--- config.mk ---
export PLATFORM = sky130hd
export DESIGN_NAME = block_partition_index_owner
export DESIGN_NICKNAME = d
export VERILOG_FILES = /design/src/hdl/bpio_pkg.sv /design/src/hdl/bpio_derive.sv /design/src/hdl/bpio_div_pipe.sv /design/src/hdl/block_partition_index_owner.sv
export SDC_FILE = /design/constraint.sdc
export NUM_CORES = 2
export LEC_CHECK = 0
export CAP_MARGIN = 20
export CORE_ASPECT_RATIO = 1.4
export CORE_MARGIN = 4
export CORE_UTILIZATION = 30
export DETAILED_ROUTE_END_ITERATION = 16
export DONT_BUFFER_PORTS = 1
export GPL_TIMING_DRIVEN = 0
export MAX_ROUTING_LAYER = met4
export PLACE_DENSITY = 0.41
export SLEW_MARGIN = 20
export SYNTH_ARGS = -nofsm -noshare
export SYNTH_HDL_FRONTEND = slang
export SYNTH_SLANG_ARGS = --single-unit
--- constraint.sdc ---
create_clock -name clk -period 28.4 [get_ports clk]
set_input_delay 5.68 -clock clk [delete_from_list [all_inputs] [get_ports clk]]
set_output_delay 5.68 -clock clk [all_outputs]
set_load 0.05 [all_outputs]
--- src/hdl/bpio_pkg.sv ---
// ============================================================================
// bpio_pkg: shared types and constants for the block partition index owner
// Widths, register indexes, the derive sequencer states and the structs
// passed between the top level and its submodules.
// ============================================================================
`default_nettype none

package bpio_pkg;

    localparam int INDEX_BITS     = 32;
    localparam int PART_BITS      = 16;
    localparam int WIDE_BITS      = INDEX_BITS + PART_BITS;
    localparam int CFG_DATA_BITS  = (INDEX_BITS > PART_BITS) ? INDEX_BITS : PART_BITS;
    localparam int CFG_INDEX_BITS = 2;
    localparam int STEP_BITS      = $clog2(INDEX_BITS);

    typedef logic [CFG_INDEX_BITS-1:0] cfg_index_t;

    localparam cfg_index_t REG_TOTAL_LENGTH = cfg_index_t'(0);
    localparam cfg_index_t REG_PART_COUNT   = cfg_index_t'(1);
    localparam cfg_index_t REG_MY_PART      = cfg_index_t'(2);

    localparam logic [STEP_BITS-1:0] LAST_STEP = STEP_BITS'(INDEX_BITS - 1);

    typedef enum logic [2:0] {
        DRV_IDLE,
        DRV_LOAD,
        DRV_DIVIDE,
        DRV_MULTIPLY,
        DRV_SUM
    } drv_state_t;

    // Derived split of the vector, valid whenever busy is low
    typedef struct packed {
        logic                  busy;
        logic [INDEX_BITS-1:0] total_length;
        logic [PART_BITS-1:0]  my_part;
        logic [INDEX_BITS-1:0] base_quotient;
        logic [PART_BITS-1:0]  long_part_count;
        logic [INDEX_BITS-1:0] split_point;
    } bpio_cfg_t;

    // Per-item data riding alongside the divider
    typedef struct packed {
        logic                  in_range;
        logic                  long_part;
        logic                  div_zero;
        logic [INDEX_BITS-1:0] idx;
    } bpio_side_t;

endpackage

`default_nettype wire

--- src/hdl/bpio_derive.sv ---
// ============================================================================
// bpio_derive: configuration registers and split derivation
// Holds the three registers and, after every write, works out the base
// quotient, the count of long parts and the split point with a radix-2
// divider followed by a multiply and an add.
// ============================================================================
`default_nettype none

module bpio_derive (
    input  wire logic                               clk,
    input  wire logic                               rst_n,
    input  wire logic                               cfg_valid,
    output logic                                    cfg_ready,
    input  wire logic [bpio_pkg::CFG_INDEX_BITS-1:0] cfg_index,
    input  wire logic [bpio_pkg::CFG_DATA_BITS-1:0]  cfg_data,
    output bpio_pkg::bpio_cfg_t                      cfg
);

    localparam int IB = bpio_pkg::INDEX_BITS;
    localparam int PB = bpio_pkg::PART_BITS;

    bpio_pkg::drv_state_t state_reg, state_next;

    logic [IB-1:0] total_reg;
    logic [PB-1:0] part_count_reg;
    logic [PB-1:0] my_part_reg;
    logic [IB-1:0] quotient_reg;
    logic [PB-1:0] long_count_reg;
    logic [IB-1:0] split_reg;

    logic [IB-1:0]                  dvd_reg;
    logic [PB-1:0]                  rem_reg;
    logic [PB-1:0]                  divisor_reg;
    logic [bpio_pkg::STEP_BITS-1:0] step_reg;
    logic [IB-1:0]                  prod_reg;

    logic                          cfg_write;
    logic                          busy;
    logic                          do_load;
    logic                          do_divide;
    logic                          do_multiply;
    logic                          do_sum;
    logic [PB:0]                   rem_shift;
    logic                          rem_ge;
    logic [PB:0]                   rem_diff;
    logic [bpio_pkg::WIDE_BITS-1:0] prod_full;

    assign cfg_ready = 1'b1;
    assign cfg_write = cfg_valid && cfg_ready;

    // Next state
    always_comb
    begin
        state_next = state_reg;
        case (state_reg)
            bpio_pkg::DRV_IDLE:     state_next = bpio_pkg::DRV_IDLE;
            bpio_pkg::DRV_LOAD:     state_next = bpio_pkg::DRV_DIVIDE;
            bpio_pkg::DRV_DIVIDE:
            begin
                if (step_reg == bpio_pkg::LAST_STEP)
                    state_next = bpio_pkg::DRV_MULTIPLY;
            end
            bpio_pkg::DRV_MULTIPLY: state_next = bpio_pkg::DRV_SUM;
            bpio_pkg::DRV_SUM:      state_next = bpio_pkg::DRV_IDLE;
            default:                state_next = bpio_pkg::DRV_IDLE;
        endcase
        // a write restarts the derivation from the new register values
        if (cfg_write)
            state_next = bpio_pkg::DRV_LOAD;
    end

    // Outputs of the sequencer
    always_comb
    begin
        busy        = 1'b1;
        do_load     = 1'b0;
        do_divide   = 1'b0;
        do_multiply = 1'b0;
        do_sum      = 1'b0;
        case (state_reg)
            bpio_pkg::DRV_IDLE:     busy        = 1'b0;
            bpio_pkg::DRV_LOAD:     do_load     = 1'b1;
            bpio_pkg::DRV_DIVIDE:   do_divide   = 1'b1;
            bpio_pkg::DRV_MULTIPLY: do_multiply = 1'b1;
            bpio_pkg::DRV_SUM:      do_sum      = 1'b1;
            default:                busy        = 1'b1;
        endcase
    end

    // One quotient bit per cycle; quotient bits shift into the dividend
    assign rem_shift = {rem_reg, dvd_reg[IB-1]};
    assign rem_ge    = rem_shift >= {1'b0, divisor_reg};
    assign rem_diff  = rem_shift - {1'b0, divisor_reg};
    assign prod_full = bpio_pkg::WIDE_BITS'(rem_reg) * bpio_pkg::WIDE_BITS'(dvd_reg);

    always_ff @(posedge clk or negedge rst_n)
    begin
        if (!rst_n)
        begin
            state_reg      <= bpio_pkg::DRV_IDLE;
            total_reg      <= IB'(1);
            part_count_reg <= PB'(1);
            my_part_reg    <= '0;
            quotient_reg   <= IB'(1);
            long_count_reg <= '0;
            split_reg      <= '0;
            step_reg       <= '0;
        end
        else
        begin
            state_reg <= state_next;
            if (cfg_write)
            begin
                case (cfg_index)
                    bpio_pkg::REG_TOTAL_LENGTH: total_reg      <= cfg_data[IB-1:0];
                    bpio_pkg::REG_PART_COUNT:   part_count_reg <= cfg_data[PB-1:0];
                    bpio_pkg::REG_MY_PART:      my_part_reg    <= cfg_data[PB-1:0];
                    default:                    ;
                endcase
            end
            if (do_load)
                step_reg <= '0;
            else if (do_divide)
                step_reg <= step_reg + 1'b1;
            if (do_multiply)
            begin
                quotient_reg   <= dvd_reg;
                long_count_reg <= rem_reg;
            end
            if (do_sum)
                split_reg <= prod_reg + IB'(rem_reg);
        end
    end

    always_ff @(posedge clk)
    begin
        if (do_load)
        begin
            dvd_reg     <= total_reg;
            rem_reg     <= '0;
            // treat a zero part count as one
            divisor_reg <= (part_count_reg == '0) ? PB'(1) : part_count_reg;
        end
        else if (do_divide)
        begin
            dvd_reg <= {dvd_reg[IB-2:0], rem_ge};
            rem_reg <= rem_ge ? rem_diff[PB-1:0] : rem_shift[PB-1:0];
        end
        // r * (q + 1) taken as r * q, then plus r
        if (do_multiply)
            prod_reg <= prod_full[IB-1:0];
    end

    assign cfg.busy            = busy;
    assign cfg.total_length    = total_reg;
    assign cfg.my_part         = my_part_reg;
    assign cfg.base_quotient   = quotient_reg;
    assign cfg.long_part_count = long_count_reg;
    assign cfg.split_point     = split_reg;

endmodule

`default_nettype wire

--- src/hdl/bpio_div_pipe.sv ---
// ============================================================================
// bpio_div_pipe: pipelined restoring divider
// One quotient bit per stage, PART_BITS stages, for quotients known to fit
// in PART_BITS bits. Each stage holds its beat until the next one frees.
// ============================================================================
`default_nettype none

module bpio_div_pipe (
    input  wire logic                             clk,
    input  wire logic                             rst_n,
    input  wire logic                             in_valid,
    output logic                                  in_ready,
    input  wire logic [bpio_pkg::INDEX_BITS-1:0]  in_dividend,
    input  wire logic [bpio_pkg::INDEX_BITS-1:0]  in_divisor,
    input  wire bpio_pkg::bpio_side_t              in_side,
    output logic                                  out_valid,
    input  wire logic                             out_ready,
    output logic [bpio_pkg::PART_BITS-1:0]        out_quotient,
    output logic [bpio_pkg::INDEX_BITS-1:0]       out_remainder,
    output logic [bpio_pkg::INDEX_BITS-1:0]       out_divisor,
    output bpio_pkg::bpio_side_t                   out_side
);

    localparam int IB     = bpio_pkg::INDEX_BITS;
    localparam int PB     = bpio_pkg::PART_BITS;
    localparam int WB     = bpio_pkg::WIDE_BITS;
    localparam int STAGES = bpio_pkg::PART_BITS;

    logic [STAGES:0]       vld;
    logic [STAGES:0]       rdy;
    logic [IB-1:0]         rem_a  [0:STAGES];
    logic [IB-1:0]         dsr_a  [0:STAGES];
    logic [PB-1:0]         quo_a  [0:STAGES];
    bpio_pkg::bpio_side_t  side_a [0:STAGES];

    assign vld[0]    = in_valid;
    assign rem_a[0]  = in_dividend;
    assign dsr_a[0]  = in_divisor;
    assign quo_a[0]  = '0;
    assign side_a[0] = in_side;
    assign rdy[STAGES] = out_ready;

    for (genvar k = 0; k < STAGES; k++)
    begin : g_stage
        localparam int SHIFT = STAGES - 1 - k;

        logic                 val_reg;
        logic [IB-1:0]        rem_reg;
        logic [IB-1:0]        dsr_reg;
        logic [PB-1:0]        quo_reg;
        bpio_pkg::bpio_side_t side_reg;

        logic [WB-1:0] trial;
        logic [WB-1:0] rem_wide;
        logic [WB-1:0] diff;
        logic          ge;

        assign trial    = WB'(dsr_a[k]) << SHIFT;
        assign rem_wide = WB'(rem_a[k]);
        assign ge       = rem_wide >= trial;
        assign diff     = rem_wide - trial;

        assign rdy[k] = !vld[k+1] || rdy[k+1];

        always_ff @(posedge clk or negedge rst_n)
        begin
            if (!rst_n)
                val_reg <= 1'b0;
            else if (rdy[k])
                val_reg <= vld[k];
        end

        always_ff @(posedge clk)
        begin
            if (rdy[k] && vld[k])
            begin
                rem_reg  <= ge ? diff[IB-1:0] : rem_a[k];
                quo_reg  <= quo_a[k] | (PB'(ge) << SHIFT);
                dsr_reg  <= dsr_a[k];
                side_reg <= side_a[k];
            end
        end

        assign vld[k+1]    = val_reg;
        assign rem_a[k+1]  = rem_reg;
        assign dsr_a[k+1]  = dsr_reg;
        assign quo_a[k+1]  = quo_reg;
        assign side_a[k+1] = side_reg;
    end

    assign in_ready      = rdy[0];
    assign out_valid     = vld[STAGES];
    assign out_quotient  = quo_a[STAGES];
    assign out_remainder = rem_a[STAGES];
    assign out_divisor   = dsr_a[STAGES];
    assign out_side      = side_a[STAGES];

endmodule

`default_nettype wire

--- src/hdl/block_partition_index_owner.sv ---
// ============================================================================
// block_partition_index_owner: owner and local offset of a block-split index
// Locates a global index in a vector split into contiguous parts, the first
// total_length mod part_count parts one element longer than the rest.
// ============================================================================
// Takes one index per cycle while in_stall is low; each result passes through
// one entry stage, one stage per quotient bit of the pipelined divider, and
// the output register. After each configuration write the input stalls while
// the radix-2 divider, a multiply and an add derive the base part size, the
// count of long parts and the split point. Indices at or beyond total_length
// come back with in_range low and every other field zero.
`default_nettype none

module block_partition_index_owner (
    input  wire logic                                 clk,
    input  wire logic                                 rst_n,
    input  wire logic                                 in_valid,
    output logic                                      in_stall,
    input  wire logic [bpio_pkg::INDEX_BITS-1:0]      global_index,
    output logic                                      out_valid,
    input  wire logic                                 out_stall,
    output logic                                      in_range,
    output logic [bpio_pkg::PART_BITS-1:0]            owner_part,
    output logic [bpio_pkg::INDEX_BITS-1:0]           part_begin,
    output logic [bpio_pkg::INDEX_BITS-1:0]           part_size,
    output logic [bpio_pkg::INDEX_BITS-1:0]           local_offset,
    output logic                                      is_mine,
    input  wire logic                                 cfg_valid,
    output logic                                      cfg_ready,
    input  wire logic [bpio_pkg::CFG_INDEX_BITS-1:0]  cfg_index,
    input  wire logic [bpio_pkg::CFG_DATA_BITS-1:0]   cfg_data
);

    localparam int IB = bpio_pkg::INDEX_BITS;
    localparam int PB = bpio_pkg::PART_BITS;

    bpio_pkg::bpio_cfg_t cfg;

    logic          in_take;
    logic          entry_ready;
    logic          entry_valid_reg;
    logic [IB-1:0] entry_idx_reg;

    logic                 prep_in_range;
    logic                 prep_long;
    logic [IB-1:0]        prep_dividend;
    logic [IB-1:0]        prep_divisor;
    bpio_pkg::bpio_side_t prep_side;

    logic                 div_ready;
    logic                 div_valid;
    logic [PB-1:0]        div_quotient;
    logic [IB-1:0]        div_remainder;
    logic [IB-1:0]        div_divisor;
    bpio_pkg::bpio_side_t div_side;

    logic          out_ready;
    logic          out_valid_reg;
    logic [PB-1:0] owner_next;
    logic [IB-1:0] begin_next;
    logic [IB-1:0] offset_next;
    logic          in_range_reg;
    logic [PB-1:0] owner_reg;
    logic [IB-1:0] begin_reg;
    logic [IB-1:0] size_reg;
    logic [IB-1:0] offset_reg;
    logic          mine_reg;

    bpio_derive u_derive (
        .clk       (clk),
        .rst_n     (rst_n),
        .cfg_valid (cfg_valid),
        .cfg_ready (cfg_ready),
        .cfg_index (cfg_index),
        .cfg_data  (cfg_data),
        .cfg       (cfg)
    );

    // Entry stage
    assign entry_ready = !entry_valid_reg || div_ready;
    assign in_stall    = cfg.busy || !entry_ready;
    assign in_take     = in_valid && !in_stall;

    always_ff @(posedge clk or negedge rst_n)
    begin
        if (!rst_n)
            entry_valid_reg <= 1'b0;
        else if (entry_ready)
            entry_valid_reg <= in_take;
    end

    always_ff @(posedge clk)
    begin
        if (in_take)
            entry_idx_reg <= global_index;
    end

    // Pick the long or the short run of parts and set up the divide
    assign prep_in_range = entry_idx_reg < cfg.total_length;
    assign prep_long     = entry_idx_reg < cfg.split_point;
    assign prep_dividend = prep_long ? entry_idx_reg : entry_idx_reg - cfg.split_point;
    assign prep_divisor  = prep_long ? cfg.base_quotient + IB'(1) : cfg.base_quotient;

    assign prep_side.in_range  = prep_in_range;
    assign prep_side.long_part = prep_long;
    assign prep_side.div_zero  = (prep_divisor == '0);
    assign prep_side.idx       = entry_idx_reg;

    bpio_div_pipe u_div (
        .clk           (clk),
        .rst_n         (rst_n),
        .in_valid      (entry_valid_reg),
        .in_ready      (div_ready),
        .in_dividend   (prep_dividend),
        .in_divisor    (prep_divisor),
        .in_side       (prep_side),
        .out_valid     (div_valid),
        .out_ready     (out_ready),
        .out_quotient  (div_quotient),
        .out_remainder (div_remainder),
        .out_divisor   (div_divisor),
        .out_side      (div_side)
    );

    // The remainder is the offset inside the part; begin follows from it
    always_comb
    begin
        if (div_side.div_zero)
        begin
            owner_next  = '0;
            begin_next  = '0;
            offset_next = div_side.idx;
        end
        else
        begin
            owner_next  = div_side.long_part ? div_quotient
                                             : div_quotient + cfg.long_part_count;
            begin_next  = div_side.idx - div_remainder;
            offset_next = div_remainder;
        end
    end

    // Output register
    assign out_ready = !out_valid_reg || !out_stall;

    always_ff @(posedge clk or negedge rst_n)
    begin
        if (!rst_n)
            out_valid_reg <= 1'b0;
        else if (out_ready)
            out_valid_reg <= div_valid;
    end

    always_ff @(posedge clk)
    begin
        if (out_ready && div_valid)
        begin
            in_range_reg <= div_side.in_range;
            if (div_side.in_range)
            begin
                owner_reg  <= owner_next;
                begin_reg  <= begin_next;
                size_reg   <= div_divisor;
                offset_reg <= offset_next;
                mine_reg   <= (owner_next == cfg.my_part);
            end
            else
            begin
                owner_reg  <= '0;
                begin_reg  <= '0;
                size_reg   <= '0;
                offset_reg <= '0;
                mine_reg   <= 1'b0;
            end
        end
    end

    assign out_valid    = out_valid_reg;
    assign in_range     = in_range_reg;
    assign owner_part   = owner_reg;
    assign part_begin   = begin_reg;
    assign part_size    = size_reg;
    assign local_offset = offset_reg;
    assign is_mine      = mine_reg;

`ifndef SYNTHESIS
    a_cfg_write_stalls: assert property (@(posedge clk) disable iff (!rst_n)
        cfg_valid && cfg_ready |=> in_stall)
        else $error("input not stalled after a configuration write");

    a_out_of_range_zero: assert property (@(posedge clk) disable iff (!rst_n)
        out_valid && !in_range |-> (owner_part == '0 && part_begin == '0 &&
            part_size == '0 && local_offset == '0 && !is_mine))
        else $error("out-of-range beat carries nonzero fields");

    a_offset_in_part: assert property (@(posedge clk) disable iff (!rst_n)
        out_valid && in_range |-> (part_size != '0 && local_offset < part_size))
        else $error("local offset outside the owning part");
`endif

endmodule

`default_nettype wire
==> results.json <==
{
  "seq_area_mm2": 0.0630,
  "nets": 10300,
  "cp-end-kind": "primary output",
  "finalSetupViolCount": 0,
  "grt_overflow": 0,
  "io_buffers": 0,
  "r2r_cells": 32,
  "setup_tns_ps": 0,
  "synth_area_leaders": "edfxtp_1 53%, ha_1 6.8%, fa_1 5.9%",
  "post_drt_wl_per_cell_um": 23.3,
  "rows": 262,
  "async_flop_share_pct": 7.97,
  "clockBufferDepth": 4,
  "die_y_um": 724,
  "cts_max_level": 4,
  "path_max_fanout": 5,
  "max_freq_ghz": 0.0686,
  "drc_errors": 0,
  "hold_buffers": 0,
  "yosysMostFrequentCell": "edfxtp_1",
  "grt_max_degree": 171,
  "worst_slack_ps": 13810,
  "ys.flop_type": "edfxtp_1",
  "whs_ps": 378,
  "firstDrtPassIters": 6,
  "start_util_pct": 30.2,
  "hold_violations": 0,
  "cts_tree": "built",
  "path_class": "primary input to primary output",
  "largest_register_ffs": 525,
  "dp_hpwl_um": 271000,
  "avgSynthCellArea_um2": 12.1,
  "multi_input_area_mm2": 0.0422,
  "root_buffer": "clkbuf_16",
  "die_w_um": 520,
  "maxSlewHeadroom_pct": 14.0,
  "synth_compound_area_share_pct": 8.99,
  "min_period_over_period_pct": 51.4,
  "min_period_ps": 14590,
  "ant_nets": 0,
  "cp.required_ps": 22720,
  "post_cts_resized": 0,
  "insertion_delay_ps": 930,
  "rsz0062_at_grt": "false",
  "coreArea_mm2": 0.365,
  "syn_area_mm2": 0.110,
  "min_delay_path_depth": 0,
  "max_slew.worst_pin.slew_ps": 1280,
  "yosys.area_share.simple_pct": 10.4,
  "drt_wl_total_um": 336000,
  "ys_seq_area_share_pct": 57.3,
  "drive_above_1_share_pct": 6.84,
  "dr_total_vias": 68100,
  "vias_per_cell": 4.72,
  "outcome": "finished clean",
  "cap_violations": 0,
  "io_pins": 188,
  "syn-num-nets": 10000,
  "yosysTopAreaCellShare_pct": 53.1,
  "worstPathArrival_ps": 8910,
  "n_fill_cell": 36000,
  "numCtsBuffers": 231,
  "synth_cell_type_count": 98,
  "utilization_pct": 34.3,
  "numClockSinks": 2132,
  "synth_top_family_by_area": "adder cells",
  "synth_seq_cells": 2132,
  "leakage_uw": 0.0490,
  "yosysWarnings": 0,
  "synth_edf_count": 1946,
  "drv_slew": 0,
  "place_ws_ps": 13770,
  "min_path_type": "flop to flop",
  "muxShareOfSynthArea_pct": 2.25,
  "grt_pass1_vias": 72400,
  "clkSlewWorstSetupHoldPaths_ps": 60,
  "cts_setup_buffers": 0,
  "synthToLayoutAreaGrowth_pct": 13.8,
  "startpoint_type": "primary input",
  "synth_cells": 9052,
  "irDropWorstVdd_mv": 0.0552,
  "synthTopCellsByCount": "1946 x edfxtp_1, 1038 x inv_1, 997 x nand2_1",
  "fin_worst_skew_ps": 50.1,
  "drt_iter0_markers": 3588,
  "grt_antenna_before_repair": 18,
  "die_area_mm2": 0.376,
  "yosys.area.top_type": "edfxtp_1",
  "synth_xor_area_share_pct": 3.93,
  "place.gp.congestion": 0.924,
  "synthAdderAreaFrac_pct": 12.8,
  "grt_pass1_wl_um": 490000,
  "power_density_mw_per_mm2": 66.2,
  "grtUsageTotal_pct": 18.2
}
power by group:
part | leakage [uW] | internal, uW | switching, uW
clock network | 0.00364 | 1750 | 1290
registers | 0.0204 | 3670 | 198
logic | 0.0249 | 505 | 874
cells by family after synthesis:
group | after synthesis
flops | 2132
compound gates | 1609
mux | 226
fa+ha+maj | 926
simple gates | 2383
xor+xnor | 493
buf+inv | 1282
other cells | 1
metrics by stage:
stage | power [uW] | area (um2) | instances
floorplan | 4790 | 110000 | 9052
global placement | 5320 | 116000 | 13900
detailed placement | 5330 | 118000 | 14000
CTS | 8420 | 125000 | 14400
global route | 8700 | 125000 | 14400
finish | 8280 | 125000 | 14400
per-layer routing:
layer / track usage, % / part of all wire, % / up-vias
li1: - / - / 32500
met1: 17.8 / 35 / 33700
met2: 35.0 / 56 / 1298
met3: 1.81 / 2.7 / 645
met4: 9.68 / 6.5 / 0
met5: - / 0 / -
cell usage in the layout, fill, tap and decap left out, types with 224 or more instances in the layout:
cell type  count
a21oi_1      381
and2_1       224
clkbuf_1     253
clkbuf_16    232
edfxtp_1    1946
fa_1         325
ha_1         601
inv_1       1037
nand2_1      997
nor2_1       376
o21ai_0      576
xnor2_1      273
final timing paths:
path,startpoint,end,slack (ps)
max,out_stall,in_stall,13810
min,u_div.g_stage[0].side_reg[0],u_div.g_stage[1].side_reg[0],380
max reg2reg,entry_idx_reg[0],u_div.g_stage[0].rem_reg[23],19130
min reg2reg,u_div.g_stage[0].side_reg[0],u_div.g_stage[1].side_reg[0],380
max in group asynchronous,rst_n,u_derive.my_part_reg[10],23450
min in group asynchronous,rst_n,u_derive.split_reg[28],4450
area by class of cell:
type | count | share of cell area [%]
Antenna cell | 21 | 0.0420
Clock inverter | 143 | 1.24
Multi-Input combinational cell | 5638 | 33.8
Inverter | 1040 | 3.12
Sequential cell | 2132 | 50.3
Timing Repair Buffer | 56 | 1.08
Tap cell | 4884 | 4.88
Buffer | 242 | 0.763
Clock buffer | 277 | 4.78
worst max-delay path: stages:
cell and delay (ps):
nand4_1 140, inv_1 120, and3_1 320, and2_1 290, and3_1 310, nor2b_1 370
and3_1 340, and3_1 340, nand4_1 420, nand2_1 560
(Power assumes the default switching activity.)
